**src/dmes_pkg.sv**
```systemverilog
package dmes_pkg;

	localparam int COORD_BITS = 20;
	localparam int MASS_BITS  = 12;
	localparam int QDEPTH     = 4;

	localparam int ACC_BITS   = 64;
	localparam int SAT_BITS   = 128;
	localparam int DISP_BITS  = COORD_BITS + 1;
	localparam int XPROD_BITS = COORD_BITS + DISP_BITS;
	localparam int CROSS_BITS = XPROD_BITS + 1;
	localparam int SQ_BITS    = 2 * DISP_BITS;
	localparam int MOM_BITS   = DISP_BITS + MASS_BITS + 1;
	localparam int ANG_BITS   = CROSS_BITS + MASS_BITS + 1;
	localparam int EN_BITS    = SQ_BITS + MASS_BITS;

	localparam logic signed [ACC_BITS-1:0] ACC_MAX = {1'b0, {(ACC_BITS-1){1'b1}}};
	localparam logic signed [ACC_BITS-1:0] ACC_MIN = {1'b1, {(ACC_BITS-1){1'b0}}};
	localparam logic signed [SAT_BITS-1:0] SAT_MAX = SAT_BITS'(ACC_MAX);
	localparam logic signed [SAT_BITS-1:0] SAT_NMAX = -SAT_MAX;

	typedef struct packed {
		logic [MASS_BITS-1:0]         mass;
		logic signed [COORD_BITS-1:0] start_x;
		logic signed [COORD_BITS-1:0] start_y;
		logic signed [COORD_BITS-1:0] start_z;
		logic signed [COORD_BITS-1:0] end_x;
		logic signed [COORD_BITS-1:0] end_y;
		logic signed [COORD_BITS-1:0] end_z;
		logic                         is_last;
	} in_t;

	typedef struct packed {
		logic signed [ACC_BITS-1:0] momentum_x;
		logic signed [ACC_BITS-1:0] momentum_y;
		logic signed [ACC_BITS-1:0] momentum_z;
		logic signed [ACC_BITS-1:0] angular_x;
		logic signed [ACC_BITS-1:0] angular_y;
		logic signed [ACC_BITS-1:0] angular_z;
		logic [ACC_BITS-2:0]        energy;
		logic                       overflow;
	} out_t;

	typedef struct packed {
		logic [MASS_BITS-1:0]         mass;
		logic signed [DISP_BITS-1:0]  dx;
		logic signed [DISP_BITS-1:0]  dy;
		logic signed [DISP_BITS-1:0]  dz;
		logic signed [CROSS_BITS-1:0] cx;
		logic signed [CROSS_BITS-1:0] cy;
		logic signed [CROSS_BITS-1:0] cz;
		logic [SQ_BITS-1:0]           sq;
		logic                         is_last;
	} work_t;

	typedef struct packed {
		logic empty;
		logic full;
	} q_stat_t;

	typedef struct packed {
		logic                       sat;
		logic signed [ACC_BITS-1:0] val;
	} clamp_s_t;

	typedef struct packed {
		logic                sat;
		logic [ACC_BITS-1:0] val;
	} clamp_u_t;

	// product term clamp: magnitude above the positive limit saturates
	function automatic clamp_s_t clamp_prod_s(input logic signed [SAT_BITS-1:0] p);
		clamp_s_t r;
		r.sat = 1'b0;
		r.val = p[ACC_BITS-1:0];
		if (p > SAT_MAX) begin
			r.sat = 1'b1;
			r.val = ACC_MAX;
		end else if (p < SAT_NMAX) begin
			r.sat = 1'b1;
			r.val = ACC_MIN;
		end
		return r;
	endfunction

	function automatic clamp_s_t clamp_sum_s(input logic signed [ACC_BITS-1:0] a,
			input logic signed [ACC_BITS-1:0] b);
		logic signed [ACC_BITS:0] s;
		clamp_s_t r;
		s = {a[ACC_BITS-1], a} + {b[ACC_BITS-1], b};
		r.sat = s[ACC_BITS] ^ s[ACC_BITS-1];
		r.val = s[ACC_BITS-1:0];
		if (r.sat) begin
			r.val = s[ACC_BITS] ? ACC_MIN : ACC_MAX;
		end
		return r;
	endfunction

	function automatic clamp_u_t clamp_u(input logic [SAT_BITS-1:0] p);
		clamp_u_t r;
		r.sat = |p[SAT_BITS-1:ACC_BITS];
		r.val = r.sat ? {ACC_BITS{1'b1}} : p[ACC_BITS-1:0];
		return r;
	endfunction

endpackage

```
**src/dmes_queue.sv**
```systemverilog
module dmes_queue #(
	parameter int DEPTH = dmes_pkg::QDEPTH
) (
	input  logic              clk,
	input  logic              arst_n,
	input  logic              q_push,
	input  dmes_pkg::work_t   q_wdata,
	input  logic              q_pop,
	output dmes_pkg::q_stat_t q_stat,
	output dmes_pkg::work_t   q_rdata
);
	import dmes_pkg::*;

	localparam int PTRW = (DEPTH > 1) ? $clog2(DEPTH) : 1;
	localparam int CNTW = $clog2(DEPTH + 1);

	work_t mem [DEPTH];
	work_t rdata_q;
	logic [PTRW-1:0] wr_ptr_q, rd_ptr_q;
	logic [CNTW-1:0] count_q;

	assign q_stat.empty = (count_q == '0);
	assign q_stat.full  = (count_q == CNTW'(DEPTH));
	assign q_rdata      = rdata_q;

	always_ff @(posedge clk) begin
		if (q_push) begin
			mem[wr_ptr_q] <= q_wdata;
		end
		if (q_pop) begin
			rdata_q <= mem[rd_ptr_q];
		end
	end

	always_ff @(posedge clk or negedge arst_n) begin
		if (!arst_n) begin
			wr_ptr_q <= '0;
			rd_ptr_q <= '0;
			count_q  <= '0;
		end else begin
			if (q_push) begin
				wr_ptr_q <= (wr_ptr_q == PTRW'(DEPTH - 1)) ? '0 : wr_ptr_q + 1'b1;
			end
			if (q_pop) begin
				rd_ptr_q <= (rd_ptr_q == PTRW'(DEPTH - 1)) ? '0 : rd_ptr_q + 1'b1;
			end
			case ({q_push, q_pop})
				2'b10: begin
					count_q <= count_q + 1'b1;
				end
				2'b01: begin
					count_q <= count_q - 1'b1;
				end
				default: begin
					count_q <= count_q;
				end
			endcase
		end
	end

endmodule

```
**config.mk**
```make
export PLATFORM = sky130hd
export DESIGN_NAME = dmes_queue
export DESIGN_NICKNAME = d
export VERILOG_FILES = /design/src/dmes_pkg.sv /design/src/dmes_queue.sv
export SDC_FILE = /design/constraint.sdc
export NUM_CORES = 1
export LEC_CHECK = 0
export BUFFER_PORTS_ARGS = -buffer_cell sky130_fd_sc_hd__buf_2
export CORE_ASPECT_RATIO = 0.8
export CORE_MARGIN = 2
export CORE_UTILIZATION = 35
export CTS_CLUSTER_SIZE = 20
export DETAILED_ROUTE_END_ITERATION = 8
export SLEW_MARGIN = 5
export SYNTH_ARGS = -nofsm -noshare
export SYNTH_HDL_FRONTEND = slang
export SYNTH_SLANG_ARGS = --single-unit
```
**constraint.sdc**
```tcl
create_clock -name clk -period 21.7 [get_ports clk]
set_clock_uncertainty 0.15 [all_clocks]
set_input_delay 4.34 -clock clk [delete_from_list [all_inputs] [get_ports clk]]
set_output_delay 4.34 -clock clk [all_outputs]
set_load 0.03 [all_outputs]
```
# Word level (Yosys, flattened, before mapping)
# Memory sizes are Yosys's and may differ from the RTL's. A register that Yosys moved wholly into a read port is not among the register bits.
# Index checks and enable logic that the tools add are counted.
dict set report op_classes {
  n_addsub 4
  n_eq_ne 5
  mux 5
  n_reduce_logical 2
}
# cell n
set op_table {}
lappend op_table {{equality test 2 bit (second input constant)} 3}
lappend op_table {{one-hot mux 3 bit (2 select lines)} 1}
lappend op_table {{adder 2 x 1 -> 2 bit (second input constant)} 2}
lappend op_table {{2-to-1 mux 2 bit} 2}
lappend op_table {{adder 3 x 1 -> 3 bit (second input constant)} 1}
lappend op_table {{equality test 3 bit (second input constant)} 1}
lappend op_table {{logical NOT 3 bit} 1}
lappend op_table {{subtractor 3 x 1 -> 3 bit (second input constant)} 1}
lappend op_table {{equality test 2 x 1 -> 1 bit (second input constant)} 1}
lappend op_table {{2-to-1 mux 1 bit} 2}
lappend op_table {{nonzero test 2 bit} 1}
dict set report totals {
  mem_count 1
  mem_bits_rw 976
  reg_bits 7
}
# name words width read_ports rd_ports_with_merged_regs write_ports line_no
set memory_table {}
lappend memory_table {mem 4 244 1 1 1 dmes_queue.sv:17} ;# work_t mem [DEPTH];

# Logic depth before layout (Yosys ltp)
# Gate-level depths: netlist (run 1).
dict set report depth {
  ltp_word 2
  depth_mapped 7
  depth_no_buf 7
}

# Worst setup path after synthesis (run 1)
# Ideal clock, no wire load.
dict set report synth_path {
  path_type {input-to-reg}
  start {in q_push}
  end {mem mem[0][0] (netlist bit) (enable)}
  arrival_time_ps 9858
  path_slack_ps 11057
  cell_stages 1
  setup_ps 635
  n_path_buf 0
  cell_sequence {and2_1}
}
dict set report synth_between {
  elab_chain_len 2
}
# item line_no
set synth_lines {}
lappend synth_lines {{from (decl)} dmes_queue.sv:6} ;# input logic q_push,
lappend synth_lines {{2-to-1 mux 1 bit} dmes_queue.sv:27} ;# if (q_push) begin
lappend synth_lines {{2-to-1 mux 1 bit (not written as such)} dmes_queue.sv:28} ;# mem[wr_ptr_q] <= q_wdata;
lappend synth_lines {{to (decl)} dmes_queue.sv:17}
# Every way passes these cells.

# Worst setup path in the final report (run 1)
dict set report layout_path {
  start {in q_push}
  end {mem mem[2][193] (netlist bit) (enable)}
}
# Same word-level chain as after synthesis.

==> results by group, run 1 <==
Synth
  • Top post-synthesis cells by area: edfxtp_1 (85%), mux4_2 (13%), buf_12 (1.0%), dfrtp_1 (0.41%), buf_2 (0.23%)
  • Ys flop type: edfxtp_1
  • Register area share after synthesis: 0.852
  • Synth area leader: edfxtp_1
  • Synth top cells by count: edfxtp_1 (1220), mux4_2 (244), buf_12 (22), buf_2 (20), dfrtp_1 (7)
  • Post-synthesis register bit count: 1227
  • Syn Area/Cell: 27.7 sq um
  • FFs w/ async S/R, synth: 0.00570
  • Synth Instances: 1557
  • Library cells used by synthesis: 23
  • Synth warnings: 0
  • Count leader, synth: edfxtp_1
  • Synth top area share: 0.848
  • EDFF count, synth: 1220
  • Syn_nets: 1812
  • Cell Area, Synth: 0.0432 sq mm

Floorplanning
  • Die width: 397 um
  • Initial Util: 0.352
  • Die Y: 318 um
  • Rows: 115
  • Ports: 494
  • Die area: 0.126 sq mm
  • Core ar.: 0.123 sq mm

Detailed routing
  • Post-route DRC: 0
  • Drt pass-1 iters: 5
  • Routed vias: 18300
  • Wirelength per Cell: 22.1 um
  • Routed Antenna Nets: 0
  • Post-detailed-route via-to-cell ratio: 4.71
  • Routed WL: 85700 um
  • DRT iter0 DRCs: 1060

Global routing
  • GRT Max-Usage Layer: met2
  • Largest net degree at the start of global routing: 123
  • First-pass GRT wire length: 127000 um
  • M1 GR Usage: 0.173
  • Antenna violations before repair: 40
  • Vias in the first global route: 19500
  • Gr usage total: 0.135
  • Grt ovf: 0
  • GR Util met2: 0.211
  • GR Util met3: 0.0562

Power
  • PwrDens: 135 mW/mm^2
  • Leakage power: 17.0 nW
  • VDD IR max: 89.9 uV
  • Overall Power: 0.00686 W

Placement
  • Dpl cell area: 0.0473 sq mm
  • GPL Wtd Cong: 0.746
  • Input/output buffers: 493
  • DP Wirelength: 51300 um

Cells and area
  • Share of layout cells above drive strength 1: 0.418
  • Fin nets: 2392
  • P&R area growth vs syn: 18.0%
  • Post-route cell area: 0.0509 sq mm

Clocking
  • Clock Sinks: 1227
  • Number of buffers created by CTS: 115
  • Setup bufs post-CTS: 0
  • CTS clk-pin slew, worst paths: 60 ps
  • CTS Buffer Depth: 3
  • Clk_lat worst skew: 730 ps
  • Root buffer cell: clkbuf_16
  • Hold_buf cts: 0
  • Post-cts resize count: 0
  • H-tree Lvls: 3
  • CTS tree: done

Timing
  • Worst slew pin tran: 1190 ps
  • Period utilization: 0.331
  • Final setup viols: 0
  • Crit path time final: 7190 ps
  • RSZ-0062 raised after global routing: false
  • Max Clock Freq: 139 MHz
  • Setup tns final: 0 ps
  • Slew Limit Headroom: 0.206
  • Hold Vio Cnt, Final: 0
  • Slew Viols, Final: 0

Hold path
  • HP Class: reg -> reg

Worst setup path
  • CP Class: in -> reg
  • Startpoint Class: input pin
  • Critical Path End Type: flop
  • Worst path arrival time: 7380 ps
  • Crit Path Max Fanout: 61
  • Critical Path RT: 21890 ps

Job
  • Max Cap Viol: 0

Run status
  • Outcome: finished, final reports clean
## layout by cell type, fill, tap and decap left out, types with 2 or more instances in the layout
cell type      n
edfxtp_1    1220
buf_2        492
mux4_2       244
clkbuf_16    116
clkinv_1      29
buf_4         23
clkinv_2      22
clkbuf_1      20
diode_2       10
bufinv_16      9
inv_6          8
inv_1          6
ha_1           6
dfrtp_1        5
and2_4         4
clkinvlp_4     4
o21ai_0        2
nor2_1         2
mux2_2         2
xor2_1         2
clkinv_4       2
buf_12         2
dfrtp_4        2
## layout make-up
cell class,instances,area [sq um]
repair buffers,518,2690
multi-input cells,269,5720
flip-flops and latches,1227,36800
clock inverters,76,634
diodes,10,25.0
inverters,6,22.5
clock buffers,136,2980
well taps,1638,2050
fillers,10600,71800
## per-layer routing
metal	share of wire	vias up
met3	0.10	171
met5	0.0051	-
met2	0.47	554
met1	0.40	9585
met4	0.018	64
li1	-	7916
## flip-flops by register name, summed over array words and instances (netlist names)
name and flops:
mem 976, q_rdata 244, count_q 3, rd_ptr_q 2, wr_ptr_q 2
## per-stage QoR
step	cells	hold slack (ps)	setup WS [ps]	utilization
6_report	3880	343	14510	0.415
5_1_grt	3870	375	14350	0.415
2_1_floorplan	1557	307	11060	-
3_3_place_gp	3658	337	13760	0.385
4_1_cts	3870	349	14540	0.415
3_5_place_dp	3658	337	13720	0.385
## critical path, cell delays in order
cell	delay, ps
buf_2	150
and2_4	480
buf_4	510
buf_4	800
buf_4	850
## cell families after synthesis
family,Yosys count,synth area share
AOI/OAI and AO/OA,2,0.000232
xor gates and xnor gates,3,0.000609
adders and majority gates,7,0.00220
buffers and inverters,61,0.0154
DFF,1227,0.852
muxes,247,0.128
and+or+nand+nor,10,0.00125
## path summary, 6_finish.rpt
check                      slack, ps         from      endpoint  cells past startpoint
max                            14510       q_push   mem[2][193]                      5
min                              340   count_q[0]    count_q[0]                      1
max reg2reg                    17230  rd_ptr_q[0]  q_rdata[175]                      4
min reg2reg                      340   count_q[0]    count_q[0]                      1
max in group asynchronous      17930       arst_n   rd_ptr_q[1]                      1
min in group asynchronous       3290       arst_n   rd_ptr_q[0]                      1
## power by group
| part | switching, W | internal, W | total (W) |
|---|---|---|---|
| clock | 0.000843 | 0.00109 | 0.00193 |
| sequential | 0.000168 | 0.00320 | 0.00337 |
| combinational | 0.000949 | 0.000609 | 0.00156 |
| total | 0.00196 | 0.00490 | 0.00686 |
Note: power is estimated with default switching activity, not from simulation.
==> run 2, diff against run 1 <==
Settings changed: ABC_AREA set to 1.
Clock period 21.7 ns to 7.46 ns, I/O delays scaled along.
==> run 2 against run 1 <==
  * Routed wire length up 13%
  * Cell area up 6.9%
  * Largest power group unchanged
  * Highest routed layer unchanged
  * Total power rose to 3.1 times the previous value
  * Non-clock buffer count up 5
==> results by group, run 2 <==
Detailed routing
  • Routed WL: 96900 um
  • Wirelength per Cell: 17.6 um
  • Post-detailed-route via-to-cell ratio: 4.54
  • Routed vias: 25000
  • Post-route DRC: 0
  • Routed Antenna Nets: 0
  • Drt pass-1 iters: 5
  • DRT iter0 DRCs: 1459

Worst setup path
  • Worst path arrival time: 1840 ps
  • CP Cell Sequence: nor3_1 > buf_2
  • Startpoint Class: flop
  • Critical Path End Type: output pin
  • Depth of the most critical reg-to-reg path: 4
  • Crit Path Max Fanout: 4
  • Crit path largest cell delay: 420 ps
  • Critical Path RT: 5820 ps
  • CP Class: reg -> out
  • Reg2reg end: q_rdata[133]
  • Worst R2R Start: rd_ptr_q[1]
  • Critical-path cell with the highest stage delay: nor3_1
  • Flop2flop setup slack: 4400 ps

Synth
  • Post-synthesis register bit count: 1227
  • Synth top area share: 0.794
  • Register area share after synthesis: 0.798
  • Syn_nets: 3400
  • Synth Instances: 3145
  • Synth warnings: 0
  • Top post-synthesis cells by area: edfxtp_1 (79%), o211ai_1 (7.9%), nand2_1 (6.1%), inv_1 (4.1%), buf_2 (1.0%)
  • FFs w/ async S/R, synth: 0.00570
  • Ys flop type: edfxtp_1
  • Library cells used by synthesis: 19
  • Synth top cells by count: edfxtp_1 (1220), nand2_1 (745), inv_1 (502), o211ai_1 (488), buf_2 (95)
  • Synth area leader: edfxtp_1
  • Cell Area, Synth: 0.0461 sq mm
  • EDFF count, synth: 1220
  • Count leader, synth: edfxtp_1
  • Syn Area/Cell: 14.7 sq um

Power
  • Overall Power: 0.0212 W
  • PwrDens: 389 mW/mm^2
  • VDD IR max: 262 uV
  • Leakage power: 21.0 nW

Cells and area
  • Post-Layout Cell Count: 5506
  • Max FFs per register: 976
  • Area occupied by multi-input gates: 0.00662 sq mm
  • Finished Core Util: 0.415
  • Fin nets: 3883
  • Fillcell total: 11900
  • Share of layout cells above drive strength 1: 0.190
  • Commonest non-fill, non-tap cell in the layout: edfxtp_1
  • Most frequent cells in the layout: edfxtp_1 (1220), nand2_1 (745), inv_1 (497), buf_2 (492), o211ai_1 (488)
  • Post-route cell area: 0.0544 sq mm
  • P&R area growth vs syn: 18.0%
  • Most flop-heavy register: mem
  • Reg area: 0.0368 sq mm

Clocking
  • Number of buffers created by CTS: 121
  • CTS Buffer Depth: 3
  • Post-cts resize count: 0
  • CTS clk-pin slew, worst paths: 60 ps
  • Setup bufs post-CTS: 0
  • Clk_lat worst skew: 740 ps
  • Hold_buf cts: 0
  • Clock Sinks: 1227
  • H-tree Lvls: 3
  • CTS tree: done
  • Root buffer cell: clkbuf_16

Floorplanning
  • Die area: 0.135 sq mm
  • Initial Util: 0.352
  • Die width: 410 um
  • Core ar.: 0.131 sq mm
  • Ports: 494
  • Rows: 119
  • Die Y: 329 um

Global routing
  • First-pass GRT wire length: 144000 um
  • Largest net degree at the start of global routing: 241
  • Antenna violations before repair: 38
  • Grt ovf: 0
  • Gr usage total: 0.141
  • Vias in the first global route: 23400

Placement
  • Placed Cells: 5259
  • DP Wirelength: 55600 um
  • Input/output buffers: 493
  • GPL Wtd Cong: 0.735
  • Dpl cell area: 0.0504 sq mm

Run status
  • Outcome: finished, final reports clean

Job
  • Max Cap Viol: 0

Timing
  • Hold Vio Cnt, Final: 0
  • Setup tns final: 0 ps
  • Crit path time final: 3480 ps
  • Max Clock Freq: 287 MHz
  • Final setup viols: 0
  • Worst slew pin tran: 1360 ps
  • Slew Limit Headroom: 0.0902
  • Period utilization: 0.467
  • Slew Viols, Final: 0
  • RSZ-0062 raised after global routing: false

Hold path
  • Hold Path End: count_q[2]
  • Hold-critical path depth: 2
  • HP Class: reg -> reg
  • Worst Min Path Start: count_q[2]
run 2: cell families after synthesis:
family,synth area share
compound gates,0.0800
flops,0.798
fa+ha+maj,0.00206
xor+xnor,0.000190
simple gates,0.0613
buf+inv,0.0583
run 2: cell type report:
cell class | count | share of cell area
Clock inverter | 82 | 0.0163
Inverter | 503 | 0.0355
Tap cell | 1754 | 0.0403
Sequential cell | 1227 | 0.676
Clock buffer | 144 | 0.0576
Multi-Input combinational cell | 1252 | 0.122
Timing Repair Buffer | 523 | 0.0515
Antenna cell | 21 | 0.000965
run 2: how the worst max path moves through the flow:
stage | cells after the start | slack [ps] | end | from
after floorplan | 3 | 190 | mem[1][0] | q_push
after global placement | 3 | 3640 | q_rdata[73] | q_pop
after detailed placement | 3 | 3630 | q_rdata[97] | q_pop
after CTS | 2 | 3920 | q_stat[0] | count_q[1]
after global routing | 2 | 3900 | q_stat[1] | count_q[1]
final | 2 | 3980 | q_stat[1] | count_q[1]
run 2: metal layers:
layer,share of wire,global-route usage,up-vias
li1,-,-,12200
met1,0.45,0.192,12100
met2,0.45,0.217,543
met3,0.076,0.0469,184
met4,0.022,0.0384,38
met5,0.0025,0,-
run 2: critical path, delay by kind of cell (launching register included):
family / cells / cell delay [ps]
buffers and inverters: 1 / 290
DFF: 1 / 410
and+or+nand+nor: 1 / 420
run 2: report_power, final:
| part | total (W) | switching [W] | internal [W] |
|---|---|---|---|
| combinational | 0.00522 | 0.00385 | 0.00137 |
| sequential | 0.00982 | 0.000457 | 0.00937 |
| clock | 0.00614 | 0.00261 | 0.00353 |
run 2: through the flow:
step           worst slack (ps)  hold slack (ps)
6_report                   3980              385
5_1_grt                    3900              387
2_1_floorplan               192              313
3_3_place_gp               3640              362
4_1_cts                    3920              366
3_5_place_dp               3630              359
==> run 3, diff against run 2 <==
Clock period 7.46 ns to 3.4 ns, I/O delays scaled along.
==> run 3 against run 2 <==
  * Register-to-register slack got worse by 3200 ps
  * Combinational power rose by 140%
  * Global-route usage grew 0.53 points
  * Cell area increased by 5.0%
  * Worst hold slack worse by 300 ps
  * Critical path depth did not move
  * Routed wire length grew 3.6%
  * Cell count grew 5.0%
  * Setup slack lost 3000 ps
  * Count of clock-buffer cells in the layout rose by 2
  * Sequential cell count stayed put
  * Sequential share of layout area decreased by 3.2 points
  * Critical path type unchanged
  * Largest cell class unchanged
  * Highest routed layer unchanged
==> results by group, run 3 (synthesis results as in run 2) <==
Floorplanning
  • Die width: 410 um
  • Rows: 119
  • Core ar.: 0.131 sq mm
  • Die Y: 329 um
  • Ports: 494
  • Die area: 0.135 sq mm
  • Initial Util: 0.352

Worst setup path
  • Critical Path End Type: output pin
  • Flop2flop setup slack: 1190 ps
  • Crit path buffers/inverters: 1
  • Depth of the most critical reg-to-reg path: 5
  • CP endpoint: q_stat[0]
  • CP Class: reg -> out
  • CP startpoint: count_q[1]
  • CP Cell Sequence: nor3_1 > buf_2
  • Startpoint Class: flop
  • Largest delay share family, worst path: flip-flops
  • Critical-path cell with the highest stage delay: dfrtp_1
  • Crit. path cell count: 2
  • Crit path largest cell delay: 410 ps
  • Worst path arrival time: 1620 ps
  • Critical Path RT: 2570 ps
  • Worst R2R Start: rd_ptr_q[0]
  • Reg2reg end: q_rdata[174]
  • Crit Path Max Fanout: 4

Power
  • Overall Power: 0.0464 W
  • Int Pwr: 0.0312 W
  • PwrDens: 811 mW/mm^2
  • Leakage power: 22.2 nW
  • Switching power total: 0.0152 W
  • Sw Share: 0.328
  • Clk pwr share: 0.270
  • VDD IR max: 536 uV
  • Logic pwr share: 0.269
  • Sequential power share: 0.461

Global routing
  • First-pass GRT wire length: 151000 um
  • Grt ovf: 0
  • Vias in the first global route: 25300
  • Largest net degree at the start of global routing: 133
  • Gr usage total: 0.146
  • Antenna violations before repair: 12

Hold path
  • HP Class: in -> reg

Clocking
  • CTS tree: done
  • H-tree Lvls: 3
  • Clk_lat worst skew: 730 ps
  • Root buffer cell: clkbuf_16
  • CTS Buffer Depth: 3
  • Number of buffers created by CTS: 118
  • Post-cts resize count: 0
  • Clock Sinks: 1227
  • CTS clk-pin slew, worst paths: 60 ps

Timing
  • Worst slew pin tran: 1040 ps
  • Period utilization: 0.720
  • Max Clock Freq: 409 MHz
  • Slew Viols, Final: 0
  • Crit path time final: 2450 ps
  • Final setup viols: 0
  • RSZ-0062 raised after global routing: false
  • Slew Limit Headroom: 0.306
  • Hold Vio Cnt, Final: 0
  • Setup tns final: 0 ps

Cells and area
  • Reg area: 0.0368 sq mm
  • Fin nets: 4176
  • Most flop-heavy register: mem
  • Most frequent cells in the layout: edfxtp_1 (1220), nand2_1 (741), inv_1 (497), buf_2 (492), o211ai_1 (488)
  • Post-Layout Cell Count: 5780
  • Area occupied by multi-input gates: 0.00665 sq mm
  • Share of layout cells above drive strength 1: 0.185
  • Max FFs per register: 976
  • Commonest non-fill, non-tap cell in the layout: edfxtp_1
  • Fillcell total: 11600
  • P&R area growth vs syn: 24.0%

Placement
  • Placed Cells: 5312
  • Input/output buffers: 493
  • DP Wirelength: 60200 um
  • GPL Wtd Cong: 0.733

Detailed routing
  • Routed Antenna Nets: 0
  • Post-route DRC: 0
  • Routed vias: 26100
  • Drt pass-1 iters: 5
  • DRT iter0 DRCs: 1651
  • Routed WL: 100000 um
  • Post-detailed-route via-to-cell ratio: 4.52
  • Wirelength per Cell: 17.4 um

Job
  • Max Cap Viol: 0

Run status
  • Outcome: finished, final reports clean
[run 3: cell types whose count changed in the layout (fill, tap and decap cells not counted), sizes merged]
cell	previous run	this run
dlygate4sd3	0	243
buf	523	576
diode	21	9
bufinv	15	8
inv	510	503
clkinv	54	57
clkbuf	144	146
clkinvlp	6	5
[run 3: worst min-delay path by stage]
stage                      end  cells past startpoint         from  slack [ps]
floorplan           count_q[0]                      0       arst_n         230
global placement    count_q[0]                      1   count_q[0]         370
detailed placement  count_q[2]                      2   count_q[2]         360
CTS                 mem[2][44]                      1  q_wdata[44]           8
global route        mem[3][44]                      1  q_wdata[44]           8
finish              mem[1][44]                      1  q_wdata[44]          80
[run 3: area by class of cell]
cell class                      count  area share
Sequential cell                  1227       0.644
Multi-Input combinational cell   1252       0.116
Timing Repair Buffer              819       0.103
Clock buffer                      146      0.0546
Tap cell                         1754      0.0384
Inverter                          503      0.0336
Clock inverter                     70     0.00961
Antenna cell                        9    0.000394
[run 3: metrics by stage]
step	hold WS (ps)	setup WS [ps]	area, sq um	util
floorplan	234	-1670	46200	-
global placement	368	982	51000	0.389
detailed placement	357	975	51000	0.389
CTS	8.13	846	57100	0.436
global route	7.84	792	57200	0.436
finish	82.9	954	57200	0.436
[run 3: power groups by stage]
stage | clock network [W] | logic [W] | registers [W]
finish | 0.0125 | 0.0125 | 0.0214
global placement | 0 | 0.0123 | 0.0216
CTS | 0.0129 | 0.0127 | 0.0214
global route | 0.0135 | 0.0138 | 0.0216
floorplan | 0 | 0.00604 | 0.0240
detailed placement | 0 | 0.0125 | 0.0217
[run 3: routing by layer]
metal	GRT usage	wire length, um	up-vias
met4	0.0348	1890	12
li1	-	-	12800
met1	0.199	45000	12600
met3	0.0396	6290	148
met5	0	70	-
met2	0.234	47100	573
[run 3: worst register-to-register path, cell delays in order (launching register included)]
cell      delay [ps]
dfrtp_1          450
inv_8            390
buf_4            590
nand2_1          150
o211ai_1         120
nand2_1           80
[run 3: repair_timing]
item | 4_1_cts | 5_1_grt
hold buffers | 243 | 0
hold endpoints to repair | 975 | 0
buffers inserted | 0 | 0
